File: config.mk
export PLATFORM = sky130hd
export DESIGN_NAME = amac_ctrl
export DESIGN_NICKNAME = d
export VERILOG_FILES = /design/src/amac_pkg.sv /design/src/amac_ctrl.sv
export SDC_FILE = /design/constraint.sdc
export NUM_CORES = 1
export LEC_CHECK = 0
export BUFFER_PORTS_ARGS = -buffer_cell sky130_fd_sc_hd__clkbuf_2
export CAP_MARGIN = 20
export CORE_ASPECT_RATIO = 0.8
export CORE_UTILIZATION = 55
export CTS_BUF_LIST = sky130_fd_sc_hd__clkbuf_16
export CTS_CLUSTER_SIZE = 24
export DETAILED_ROUTE_END_ITERATION = 8
export PLACE_DENSITY = 0.77
export SLEW_MARGIN = 20
export SYNTH_ARGS = -nofsm -noshare
export SYNTH_HDL_FRONTEND = slang
export SYNTH_SLANG_ARGS = --single-unit
File: constraint.sdc
create_clock -name clk -period 1.9 [get_ports clk]
set_clock_uncertainty 0.15 [all_clocks]
set_input_delay 0.095 -clock clk [delete_from_list [all_inputs] [get_ports clk]]
set_output_delay 0.095 -clock clk [all_outputs]
set_load 0.02 [all_outputs]
File: src/amac_pkg.sv
// Shared constants, types and codes of the adaptive moving average crossover block.
package amac_pkg;

  localparam int MAX_WINDOW = 63;
  localparam int RING_DEPTH = 64;
  localparam int FRAC_BITS  = 16;

  localparam int PRICE_W = 32;
  localparam int WIN_W   = 6;
  localparam int RING_AW = $clog2(RING_DEPTH);
  localparam int BC_W    = $clog2(MAX_WINDOW + 2);
  localparam int VIR_W   = PRICE_W + $clog2(MAX_WINDOW + 1);
  localparam int REM_W   = VIR_W + 1;
  localparam int ER_W    = FRAC_BITS + 1;
  localparam int SC_W    = FRAC_BITS;
  localparam int P1_W    = ER_W + SC_W;
  localparam int SQ_W    = 2 * SC_W;
  localparam int WT_W    = FRAC_BITS + 1;
  localparam int STP_W   = PRICE_W + WT_W;
  localparam int SLOPE_W = PRICE_W + 1;
  localparam int ORDER_W = 3;

  localparam int DIV_STEPS = FRAC_BITS + 1;
  localparam int DCNT_W    = $clog2(DIV_STEPS);

  localparam int FAST_SC_I = (4 * (1 << FRAC_BITS) + 3) / 6;
  localparam int SLOW_SC_I = (4 * (1 << FRAC_BITS) + 31) / 62;
  localparam int HALF_Q_I  = 1 << (FRAC_BITS - 1);

  localparam logic [SC_W-1:0] SLOW_SC = SC_W'(SLOW_SC_I);
  localparam logic [SC_W-1:0] SC_DIFF = SC_W'(FAST_SC_I - SLOW_SC_I);

  localparam int CFG_IW = 2;
  localparam int CFG_DW = WIN_W;

  localparam logic [WIN_W-1:0] WIN_RESET = WIN_W'(11);

  localparam int OUT_DW = 72;
  localparam int OUT_UW = 2;

  typedef enum logic [CFG_IW-1:0] {
    REG_WINDOW = 2'd0,
    REG_TRADE  = 2'd1
  } reg_idx_t;

  typedef enum logic [1:0] {
    SGN_FLAT = 2'd0,
    SGN_UP   = 2'd1,
    SGN_DOWN = 2'd2
  } sign_t;

  typedef enum logic [10:0] {
    ST_IDLE = 11'b00000000001,
    ST_SCAN = 11'b00000000010,
    ST_DIV  = 11'b00000000100,
    ST_ERM  = 11'b00000001000,
    ST_SSC  = 11'b00000010000,
    ST_SQ   = 11'b00000100000,
    ST_WT   = 11'b00001000000,
    ST_STEP = 11'b00010000000,
    ST_UPD  = 11'b00100000000,
    ST_EMA  = 11'b01000000000,
    ST_FIN  = 11'b10000000000
  } state_t;

  typedef enum logic [3:0] {
    CMD_NONE = 4'd0,
    CMD_LOAD = 4'd1,
    CMD_SCAN = 4'd2,
    CMD_DIV  = 4'd3,
    CMD_ERM  = 4'd4,
    CMD_SSC  = 4'd5,
    CMD_SQ   = 4'd6,
    CMD_WT   = 4'd7,
    CMD_STEP = 4'd8,
    CMD_UPD  = 4'd9,
    CMD_EMA  = 4'd10,
    CMD_FIN  = 4'd11
  } cmd_t;

  typedef struct packed {
    logic warm;
    logic scan_done;
    logic div_done;
    logic out_free;
  } sts_t;

endpackage

File: src/amac_ctrl.sv
// Sequencer stepping the datapath: scan, divide, multiply, update, EMA, output.
module amac_ctrl (
  input  logic            clk,
  input  logic            rst_n,
  input  logic            in_tvalid,
  output logic            in_tready,
  input  amac_pkg::sts_t  sts,
  output amac_pkg::cmd_t  cmd
);

  amac_pkg::state_t state_r, state_nxt;

  assign in_tready = (state_r == amac_pkg::ST_IDLE);

  always_comb begin
    state_nxt = state_r;
    cmd       = amac_pkg::CMD_NONE;
    case (state_r)
      amac_pkg::ST_IDLE: begin
        if (in_tvalid) begin
          cmd       = amac_pkg::CMD_LOAD;
          state_nxt = amac_pkg::ST_SCAN;
        end
      end
      amac_pkg::ST_SCAN: begin
        if (!sts.warm) begin
          state_nxt = amac_pkg::ST_FIN;
        end else begin
          cmd = amac_pkg::CMD_SCAN;
          if (sts.scan_done) state_nxt = amac_pkg::ST_DIV;
        end
      end
      amac_pkg::ST_DIV: begin
        cmd = amac_pkg::CMD_DIV;
        if (sts.div_done) state_nxt = amac_pkg::ST_ERM;
      end
      amac_pkg::ST_ERM: begin
        cmd       = amac_pkg::CMD_ERM;
        state_nxt = amac_pkg::ST_SSC;
      end
      amac_pkg::ST_SSC: begin
        cmd       = amac_pkg::CMD_SSC;
        state_nxt = amac_pkg::ST_SQ;
      end
      amac_pkg::ST_SQ: begin
        cmd       = amac_pkg::CMD_SQ;
        state_nxt = amac_pkg::ST_WT;
      end
      amac_pkg::ST_WT: begin
        cmd       = amac_pkg::CMD_WT;
        state_nxt = amac_pkg::ST_STEP;
      end
      amac_pkg::ST_STEP: begin
        cmd       = amac_pkg::CMD_STEP;
        state_nxt = amac_pkg::ST_UPD;
      end
      amac_pkg::ST_UPD: begin
        cmd       = amac_pkg::CMD_UPD;
        state_nxt = amac_pkg::ST_EMA;
      end
      amac_pkg::ST_EMA: begin
        cmd       = amac_pkg::CMD_EMA;
        state_nxt = amac_pkg::ST_FIN;
      end
      amac_pkg::ST_FIN: begin
        if (sts.out_free) begin
          cmd       = amac_pkg::CMD_FIN;
          state_nxt = amac_pkg::ST_IDLE;
        end
      end
      default: state_nxt = amac_pkg::ST_IDLE;
    endcase
  end

  always_ff @(posedge clk) begin
    if (!rst_n) state_r <= amac_pkg::ST_IDLE;
    else        state_r <= state_nxt;
  end

  a_load_to_scan: assert property (@(posedge clk) disable iff (!rst_n)
    (in_tvalid && in_tready) |=> (state_r == amac_pkg::ST_SCAN))
    else $error("accepted transfer did not start the scan");

  a_fin_hold: assert property (@(posedge clk) disable iff (!rst_n)
    (state_r == amac_pkg::ST_FIN && !sts.out_free) |=> (state_r == amac_pkg::ST_FIN))
    else $error("result dropped while output register busy");

  a_div_hold: assert property (@(posedge clk) disable iff (!rst_n)
    (state_r == amac_pkg::ST_DIV && !sts.div_done) |=> (state_r == amac_pkg::ST_DIV))
    else $error("divider left before its last step");

endmodule

==> impl_summary.md, run 1 <==
Outcome
The run finished, with violations left. The final reports fail on negative setup slack.

Placement
The number of placed instances, taps included is roughly 140. The congestion estimate from routability-driven global placement came to slightly above 0.9. Buffers placed on the I/O ports in this run total 11. After legalization and detailed placement, the total HPWL measured 1770 um. Once placement finished, the instance area stood at 987 sq um.

Clock tree
The maximum clock insertion buffer count is 2. Clock-pin slew was measured on the worst setup and hold paths at around 0.04 ns. The count of H-tree levels built during CTS is 1. The number of CTS-inserted buffers is 3. For this design, the sink count on the clock tree is 11.

TritonCTS built the clock tree. The root cell of the clock tree is clkbuf_16. The later pin in the worst-skew pair is clocked with a latency of between 0.2 and 0.25 ns.

GRT
Entering global routing, the biggest net connects 11 pins. The number of global-route vias before repair was ~890. The first global-routing pass estimated ~4300 um of wire. The initial antenna violation count came to 0.

Across every metal layer, demand over resource in global routing totals a little over a third. The aggregate global routing overflow is 0.

Finish
Compared with the post-synthesis result, the final layout area differs by 32.3%. The net count of the finished layout is 141. The count of cells in the finished layout, fillers not included, comes to between 150 and 200. The share of post-route cells with drive strength above 1 is 39.8%. The flip-flop count of the largest register after layout is 11. The final core utilization is between 80% and 90%. More flip-flops sit in one register than any other, and that register is state_r. The final design area excluding fillers is about 0.0012 sq mm. The layout has ~90 filler cells. The largest registers in the layout are state_r (11).

Summing all flip-flop and latch instances after layout gives 229 sq um. The antenna diode count is 0. The multi-input logic area is about 620 sq um.

Yosys
For this run, the number of Yosys warnings is 0. In this run, synthesis inferred 0 flip-flops with an integrated enable. The fraction of registers with async set/reset is 0%. The most frequent cell after synthesis is o21ai_0.

Synthesis inferred 11 register bits. Counting distinct cell types in the post-synthesis netlist gives 37. By area the synthesized netlist is led by dfxtp_1 (25%), o21ai_0 (6.7%), buf_6 (6.3%), nor4_1 (6.3%), xor2_1 (4.9%). The post-synthesis net count is approximately 120. Sequential cells were found to cover between 20% and 30% of the synthesized design area. The dominant register cell in the synthesized netlist is dfxtp_1. Synthesis produced a netlist whose cell count is approximately 110. In the synthesized netlist, the cells that appear most often are o21ai_0 (12), dfxtp_1 (11), nor4_1 (9). The largest total area in the synthesized netlist belongs to dfxtp_1. Averaged over all synthesized cells, the footprint is slightly above 8 sq um. In this run the biggest area consumer among cell types represents between 20% and 30% of the synthesized area. The netlist area before placement is ~890 sq um.

Worst setup path
The largest delay contributor family on the critical path is simple AND/OR/NAND/NOR gates. The sort of element at the start of the critical path is a flip-flop. The element type at the critical path end is a primary output. The worst setup path is of the flip-flop to primary output kind. The delay of the slowest cell on the worst path is ~0.44 ns. The highest fanout seen on the critical path is 10. Counting both buffers and inverters, the worst setup path holds a total of 1. Data on the critical path is required at its endpoint by around 1.7 ns. Among all stages on the critical path, the largest delay is contributed by dfxtp_1. The critical path goes through or2_2 > nor3_4 > and3_4 > nand3b_1 > clkbuf_8. The endpoint arrival time on the critical path is 1.82 ns.

Timing
The total negative slack for setup checks is -0.415 ns. The worst path uses 109% of the clock period. The final setup violation count is 4. After layout, the worst setup slack is -0.167 ns. The number of slew-limit violations in the final report is 0.

The shortest period the worst path allows is approximately 2.1 ns. The maximum clock rate is a little under 0.5 GHz. Setup repair after global routing could not meet its margin everywhere. The worst-margin pin slew is ~0.55 ns. The headroom to the max-slew limit is 62.7%.

The total count of hold-check failures in the final report is 0.

Floorplanning
From bottom edge to top edge, the die measures 38.1 um. The standard-cell row count is 12. The die width is roughly 47 um. The initial utilization of the core area, before any placement, comes to approximately three fifths.

The total area inside the core boundary comes to approximately 0.0015 sq mm. The die covers roughly 0.0018 sq mm. The total I/O pin count is 12.

Drt
Dividing the detail-routed wire length by the instance count gives roughly 20 um. The final layout contains routed wiring with a total length of just over 3000 um. The number of routed nets with antenna violations is 0. The DRC violation total after the first TritonRoute iteration is 39.

In the routed design, unresolved DRC markers number 0. The via density per instance is about 6.5. The first TritonRoute pass finished after 4 iterations. The vias after detailed routing is around 1000.

Pwr
The power density over the cells is roughly 660 mW/mm^2. The maximum vdd drop is 0.000798 V. The design draws roughly 780 uW. Summed over all cells, the static leakage comes to 0.000515 uW.

Min path
The type of the tightest min-delay check is input port to flip-flop.

Job
The max capacitance violation total is 0.
==> metrics by stage <==
stage / hold WS [ns] / setup slack, ns
floorplan: 0.0588 / 0.0584
global placement: 0.217 / 0.0389
detailed placement: 0.235 / -0.000974
CTS: 0.0366 / -0.114
global route: 0.0611 / -0.219
finish: 0.0528 / -0.167
==> final cells by class <==
class / count / area share [%]
clock buffer: 3 / 6.34
clock inverter: 1 / 0.317
inverter: 1 / 0.317
multi-input combinational: 87 / 52.6
sequential: 11 / 19.3
tap: 21 / 2.22
timing repair buffer: 30 / 18.8
==> cell usage in the layout, fill, tap and decap left out, types with 4 or more instances in the layout <==
cell	n
nor2_1	6
o21ai_0	11
xor2_1	5
nor4_1	9
nand3_1	4
clkbuf_2	7
nand2_1	8
dfxtp_1	6
nand4_1	4
dfxtp_2	4
buf_4	20
==> tightest hold or removal path: stages <==
cell and delay [ns]:
clkbuf_2 0.10, nor2_1 0.09, o21a_1 0.12
==> power by group <==
part	leakage, uW	total (uW)	internal (uW)	switching, uW
Sequential	0.0000918	248	237	11.2
Combinational	0.000380	149	62.3	86.8
Clock	0.0000423	386	277	109
==> layer usage <==
| layer | share of wire (%) | global-route usage, % | up-vias |
|---|---|---|---|
| met5 | 0 | 0 | - |
| li1 | - | - | 465 |
| met3 | 11 | 11.3 | 19 |
| met2 | 47 | 56.6 | 77 |
| met4 | 2.9 | 15.0 | 0 |
| met1 | 39 | 46.1 | 442 |
==> logic make-up (layout without fill, tap and decap cells) <==
logic type	Yosys count	in the layout	synth area share, %
mux	1	1	1.12
simple gates	57	57	41.5
buf+inv	10	35	10.1
xor+xnor	5	5	4.89
compound gates	24	24	17.8
flops	11	11	24.6
==> path summary, 6_finish.rpt <==
kind,from,endpoint,slack [ns],cells after the start
hold / removal,sts[1],state_r[2]$_SDFFE_PN0P_,0.05,3
hold reg to reg,state_r[2]$_SDFFE_PN0P_,state_r[3]$_SDFFE_PN0P_,0.47,2
setup reg to reg,state_r[10]$_SDFFE_PN0P_,state_r[0]$_SDFFE_PN1P_,0.05,5
setup / recovery,state_r[8]$_SDFFE_PN0P_,cmd[1],-0.17,5
==> repair_timing <==
item	4_1_cts	5_1_grt
pin swaps	1	1
endpoints found under the hold margin	2	0
resized for setup	14	9
setup endpoints to repair	5	14
hold buffers	1	0
setup buffers	1	4
Power figures use the tool's default switching activity.
==> run 2, diff against run 1 <==
- CORE_MARGIN: not set -> 2
==> impl_summary.md, run 2 (synthesized netlist as in run 1, its figures left out) <==
Outcome
The flow ran to the end, but the final reports show violations. The final reports fail on negative setup slack.

Clock tree
The number of CTS-inserted buffers is 3. The count of H-tree levels built during CTS is 1. Clock-pin slew was measured on the worst setup and hold paths at about 0.04 ns. The latest clock arrival within the worst-skew pair is around 0.24 ns. In this run the deepest clock path goes through 2 buffers.

The clock net in this run drives a total of 11 sinks. The root cell of the clock tree is clkbuf_16. TritonCTS built the clock tree.

Pwr
The relative contribution of combinational cells to total power is a little over a fifth. Summed over all nets, the switching power comes to around 220 uW. The switching share of power is 27.1%.

Across the VDD grid, the largest voltage drop is roughly 0.0011 V. Per report_power, the clock group accounts for 48.2% of the total. For this design the static power due to leakage is about 0.00054 uW. For this design the ratio of total power to cell area is 629 mW/mm^2. Of the total power, registers draw 30.7%. The total internal power is between 500 and 600 uW.

Finish
The top cell types in the final layout, fill and taps aside, are buf_4 (21), o21ai_0 (11), nand2_1 (8). The non-filler instance count after layout is roughly 160. The flip-flop count of the largest register after layout is 11. Counting the fill cells in the layout gives 71. In the final layout, the registers with the most flip-flops are state_r (11).

The most common library cell in the layout ignoring fill and taps is buf_4. The share of post-route cells with drive strength above 1 is ~44%. More flip-flops sit in one register than any other, and that register is state_r. Compared with the post-synthesis result, the final layout area differs by 41.3%. The antenna diode count is 0.

The layout net count is 143.

Drt
The topmost layer with routed signal wires is met4. The first detailed-routing pass took 4 iterations. Detailed routing placed a total of 489 um of wire on met3. In the final routed layout, each cell accounts on average for between 20 and 25 um. The vias after detailed routing is between 1000 and 1500.

The sum of met2 wire segment lengths after detailed routing is between 1000 and 1500 um. The wire length on met1 is 1220 um. In the routed design, unresolved DRC markers number 0. In the routed layout, each cell is associated on average with a via count of 7.29. Once detail routing completed, the nets flagged for antenna violations numbered 0. The detailed-route wire length is around 3300 um. The DRC violation total after the first TritonRoute iteration is 78.

Floorplanning
The standard-cell row count is 12. The die width is 49.1 um. The starting density of the core is roughly three fifths. The area enclosed by the die boundary is 0.00197 sq mm.

Pin placement for this block handled 12 I/O pins. The core footprint is roughly 0.0015 sq mm. The vertical die dimension is between 40 and 50 um.

Worst setup path
The endpoint identified for the worst register-to-register timing path is state_r[4]$_SDFFE_PN0P_. The critical path goes through nor4_4 > buf_4 > nand4_1 > inv_1 > a211o_1 > buf_6. The worst register-to-register path begins at state_r[4]$_SDFFE_PN0P_. The highest fanout seen on the critical path is 7. The most critical setup path has its endpoint at cmd[0].

The required time at the worst-slack endpoint is 1.65 ns. STA classifies the critical path startpoint as a flip-flop. Among all stages on the critical path, the largest delay is contributed by dfxtp_4.

The minimum setup slack among reg-to-reg paths is -0.08 ns. The worst setup path is of the flip-flop to primary output kind. For this run, the slowest stage of the critical path takes about 0.37 ns.

The element type at the critical path end is a primary output. The number of cells on the worst reg-to-reg path is 5. The endpoint arrival time on the critical path is approximately 1.8 ns. The most critical setup path has its startpoint at state_r[7]$_SDFFE_PN0P_.

GRT
Across every metal layer, demand over resource in global routing totals between 30% and 40%. The wire length of the first global-routing pass is between 4000 and 5000 um. The number of global-route vias before repair came to approximately 930. Summed over all layers, the global routing overflow is 0. The initial antenna violation count is 0. Entering global routing, the biggest net connects 11 pins.

Min path
The worst hold path belongs to the class input port to flip-flop. The hold path startpoint is sts[1].

Placement
The number of placed instances, taps included is ~150. The count of buffers added on input and output ports is 11. The half-perimeter wire length after placement is 1790 um. The placer's final routability congestion estimate is 0.982.

Timing
At the pin with the least slew margin, the transition time is roughly 0.46 ns. The headroom to the max-slew limit is ~69%. The final critical path takes up 110% of the cycle. The number of slew-limit violations in the final report is 0. The shortest period the worst path allows is between 2 and 2.5 ns. The total count of hold-check failures in the final report is 0. The maximum clock rate is about 0.48 GHz. The hold slack is between 0.1 and 0.15 ns.

Once routing completed, OpenROAD measured the worst setup slack at -0.189 ns. Setup repair after global routing could not meet its margin everywhere. Setup violations remaining at the end of the flow were counted as 13.

Job
The tool flagged a number of max-cap violations equal to 0.
run 2: stage by stage:
step / total power (uW) / setup WS [ns] / utilization [%] / instance area [sq um] / TNS, ns
global placement: 375 / 0.0513 / 68.3 / 995 / 0
global route: 819 / -0.222 / 86.8 / 1260 / -1.52
detailed placement: 377 / 0.0220 / 68.3 / 995 / 0
CTS: 760 / -0.141 / 78.0 / 1140 / -0.328
floorplan: 337 / 0.0584 / - / 895 / 0
finish: 795 / -0.189 / 86.8 / 1260 / -0.964
run 2: what timing repair did:
item | CTS | global route
hold buffers | 1 | 0
resized for setup | 13 | 22
pin swaps | 0 | 11
endpoints found under the setup margin | 6 | 13
endpoints found under the hold margin | 2 | 0
setup buffers | 1 | 6
run 2: layer usage:
layer,up-vias,track usage (%)
met5,-,0
met4,0,23.6
met3,26,11.2
met2,128,49.3
met1,519,36.5
li1,465,-
run 2: power by group through the flow:
stage	registers (uW)	logic, uW	clock network [uW]
floorplan	244	92.5	0
finish	244	168	383
global route	245	176	398
global placement	250	125	0
CTS	246	136	378
detailed placement	250	127	0
run 2: worst min-delay path by stage:
stage          slack, ns  cells after the start                      end
2_1_floorplan       0.06                      2  state_r[1]$_SDFFE_PN0P_
5_1_grt             0.09                      3  state_r[2]$_SDFFE_PN0P_
3_5_place_dp        0.23                      3  state_r[1]$_SDFFE_PN0P_
4_1_cts             0.04                      3  state_r[2]$_SDFFE_PN0P_
6_report            0.11                      3  state_r[2]$_SDFFE_PN0P_
3_3_place_gp        0.22                      3  state_r[1]$_SDFFE_PN0P_
run 2: critical path: cells and delay by family, from the launching register on:
kind                   cells  cell delay, ns
buffers and inverters      3            0.50
flip-flops                 1            0.37
AO/OA/AOI/OAI              1            0.15
AND/OR/NAND/NOR            2            0.58
run 2: layout make-up:
cell class                 instances  area (sq um)  area share, %
clock buffer                       3          75.1           5.94
clock inverter                     1          3.75          0.297
inverter                           1          3.75          0.297
multi-input combinational         87           668           52.9
sequential                        11           233           18.4
tap                               21          26.3           2.08
timing repair buffer              32           254           20.1
==> run 3, diff against run 2 <==
- CAP_MARGIN: 20 -> 10
- clock period: 1.9 -> 2.2 ns (I/O delays scaled with it)
==> impl_summary.md, run 3 (synthesized netlist as in run 1, its figures left out) <==
Placement
At the placement stage, the worst setup path has a slack of between 0.2 and 0.3 ns. The count of buffers added on input and output ports is 11. The half-perimeter wire length after placement is about 1600 um. At the end of routability-driven placement, the weighted congestion stood at about 1.0.

GRT
The maximum number of pins on one net before global-route repair is 12. In this run the most used layer during global routing was met2. Global routing consumed, over all layers together, around 26% of the routing resources. The aggregate global routing overflow is 0. The initial antenna violation count is 0. For met2 alone, demand over resource in global routing was 38.9%.

The first global-routing pass estimated ~3700 um of wire. The met1 global-route usage is between 30 and 40%. The number of global-route vias before repair is roughly 780. The met3 track demand over resource is 7.84%.

Clock tree
The clock input transition at the sequential cells of the worst setup and hold paths is approximately 0.04 ns. The CTS sink count is 11. The number of buffers inserted by post-CTS setup repair is 0.

Clock tree synthesis inserted a total of 3 buffers. The clock passes through at most 2 buffers. The clock tree from TritonCTS is yes.

The count of H-tree levels built during CTS is 1. The root cell of the clock tree is clkbuf_16. For the worst-skew pair, the clock arrives at the later sink with an insertion delay of about 0.24 ns.

Worst setup path
The number of cells on the worst reg-to-reg path is 4. The endpoint of the worst register-to-register path is state_r[7]$_SDFFE_PN0P_. In this design, the stage delay of the slowest critical-path cell is about 0.62 ns. Traced cell by cell, the critical path runs through nor3_4 > nand2_1 > or4_2 > nand3b_1 > buf_2. The highest fanout seen on the critical path is 9. The worst setup path is of the flip-flop to primary output kind. The minimum setup slack among reg-to-reg paths is 0.28 ns. The element type at the critical path end is a primary output. The endpoint arrival time on the critical path is between 1.5 and 2 ns.

The required time at the worst-slack endpoint is 1.94 ns. The largest individual stage delay along the critical path comes from the cell or4_2. The worst register-to-register path begins at state_r[4]$_SDFFE_PN0P_. The sort of element at the start of the critical path is a flip-flop.

Timing
The tightest hold path in the finished design has a slack of roughly 0.084 ns. Setup slack on the critical path of the routed design comes to between 0.08 and 0.09 ns. The maximum clock rate is 0.473 GHz. Setup repair after global routing left no endpoint under its margin. The total negative slack for setup checks is 0 ns. The number of slew-limit violations in the final report came to 0.

Headroom to the max-slew limit came out at about 65%. The worst-margin pin slew is slightly above 0.5 ns. The total count of hold-check failures in the final report was 0. The worst path needs 2.11 ns of the cycle, external delays included. The final worst-path cycle share is 96.0%. Setup violations remaining at the end of the flow were counted as 0.

Floorplanning
The floorplan step defined a die boundary enclosing between 0.0015 and 0.002 sq mm. In this run the core area contains 12 standard-cell rows. The floorplan step set the die width to 49.1 um.

After floorplanning, the core was sized to cover 0.00146 sq mm. The starting density of the core is 61.4%. Measured along the y axis, the die boundary spans about 40 um.

In this run the count of I/O pins placed on the die edge is 12.

Finish
The register ranked first by flip-flop count is state_r. The largest registers in the layout are state_r (11). Leaving out fill and tap cells, the most frequent cell in the layout is o21ai_0. The repair_antennas step left the layout with diodes totalling 0. The register with the most flip-flops in the layout has 11 of them. The share of post-route cells with drive strength above 1 is between 30% and 40%.

In the layout the commonest cells are o21ai_0 (12), clkbuf_2 (10), nor4_1 (9). The synthesis-to-layout area growth is 14.5%. At the end of the flow, the number of nets in the layout was between 100 and 150. The number of fill cells in the layout is roughly 110.

Min path
The hold path depth is 3. The min-delay analysis places its worst path in the category input port to flip-flop. In this run the most critical hold path is launched from sts[1]. The path with the worst hold slack has its endpoint at state_r[2]$_SDFFE_PN0P_.

Drt
The DRC violation total after the first TritonRoute iteration is 59. The count of nets left with antenna violations once routing finished came out at 0. The final layout contains routed wiring with a total length of 2370 um. The vias after detailed routing is 900. The count of unresolved DRC violations after routing is 0. Dividing the detail-routed wire length by the instance count gives approximately 17 um. The number of search-and-repair iterations in the first detailed-routing pass is 4. The via density per instance is roughly 6.4.

Outcome
The run finished with clean final reports.

Job
The max capacitance violation total is 0.

Pwr
Summed over all cells, the static leakage comes to 0.000418 uW. IR analysis of the VDD net gives a maximum drop of between 0.0006 and 0.0007 V. The power density over the cells is slightly above 600 mW/mm^2.
-- run 3: changes by cell type in the layout (fill, tap and decap cells not counted), sizes merged --
cell    previous run  this run
clkbuf            10        13
buf               24         5
-- run 3: layer usage --
layer	wire [um]	vias to the layer above
li1	-	432
met1	1060	408
met2	1050	54
met3	231	6
met4	28	0
met5	0	-
-- run 3: how the worst max path moves through the flow --
stage,from,end,slack [ns],cells after the start
final,state_r[2]$_SDFFE_PN0P_,cmd[1],0.09,5
after CTS,state_r[0]$_SDFFE_PN1P_,cmd[1],0.006,5
after global placement,state_r[0]$_SDFFE_PN1P_,cmd[1],0.25,5
after global routing,state_r[2]$_SDFFE_PN0P_,cmd[1],0.008,5
after detailed placement,state_r[0]$_SDFFE_PN1P_,cmd[1],0.25,5
after floorplan,state_r[8]$_SDFFE_PN0P_,state_r[0]$_SDFFE_PN1P_,0.36,4
-- run 3: metrics by stage --
stage | utilization, % | total power (uW) | std cells | cell area [sq um]
2_1_floorplan | - | 291 | 108 | 895
3_3_place_gp | 63.1 | 309 | 135 | 920
3_5_place_dp | 63.1 | 311 | 135 | 920
4_1_cts | 69.2 | 635 | 140 | 1010
5_1_grt | 70.4 | 655 | 140 | 1020
6_report | 70.4 | 632 | 140 | 1020
-- run 3: where the power goes --
group	total (uW)	switching, uW	internal, uW
clock	320	81.9	238
combinational	90.9	55.7	35.3
sequential	222	16.4	205
-- run 3: area by class of cell --
class	count	area (sq um)	share of cell area (%)
timing repair buffer	16	95.1	9.28
clock inverter	1	3.75	0.366
inverter	1	3.75	0.366
sequential	11	231	22.6
multi-input combinational	87	589	57.5
clock buffer	3	75.1	7.33
tap	21	26.3	2.56
-- run 3: repair_timing --
action	CTS	global route
setup endpoints to repair	0	2
hold endpoints to repair	1	0
hold buffers	1	0
resized for setup	0	10
-- run 3: worst max-delay path, delay by kind of cell, from the launching register on --
| kind | cells | cell delay [ns] |
|---|---|---|
| buf+inv | 1 | 0.16 |
| flops | 1 | 0.38 |
| simple gates | 4 | 1.07 |
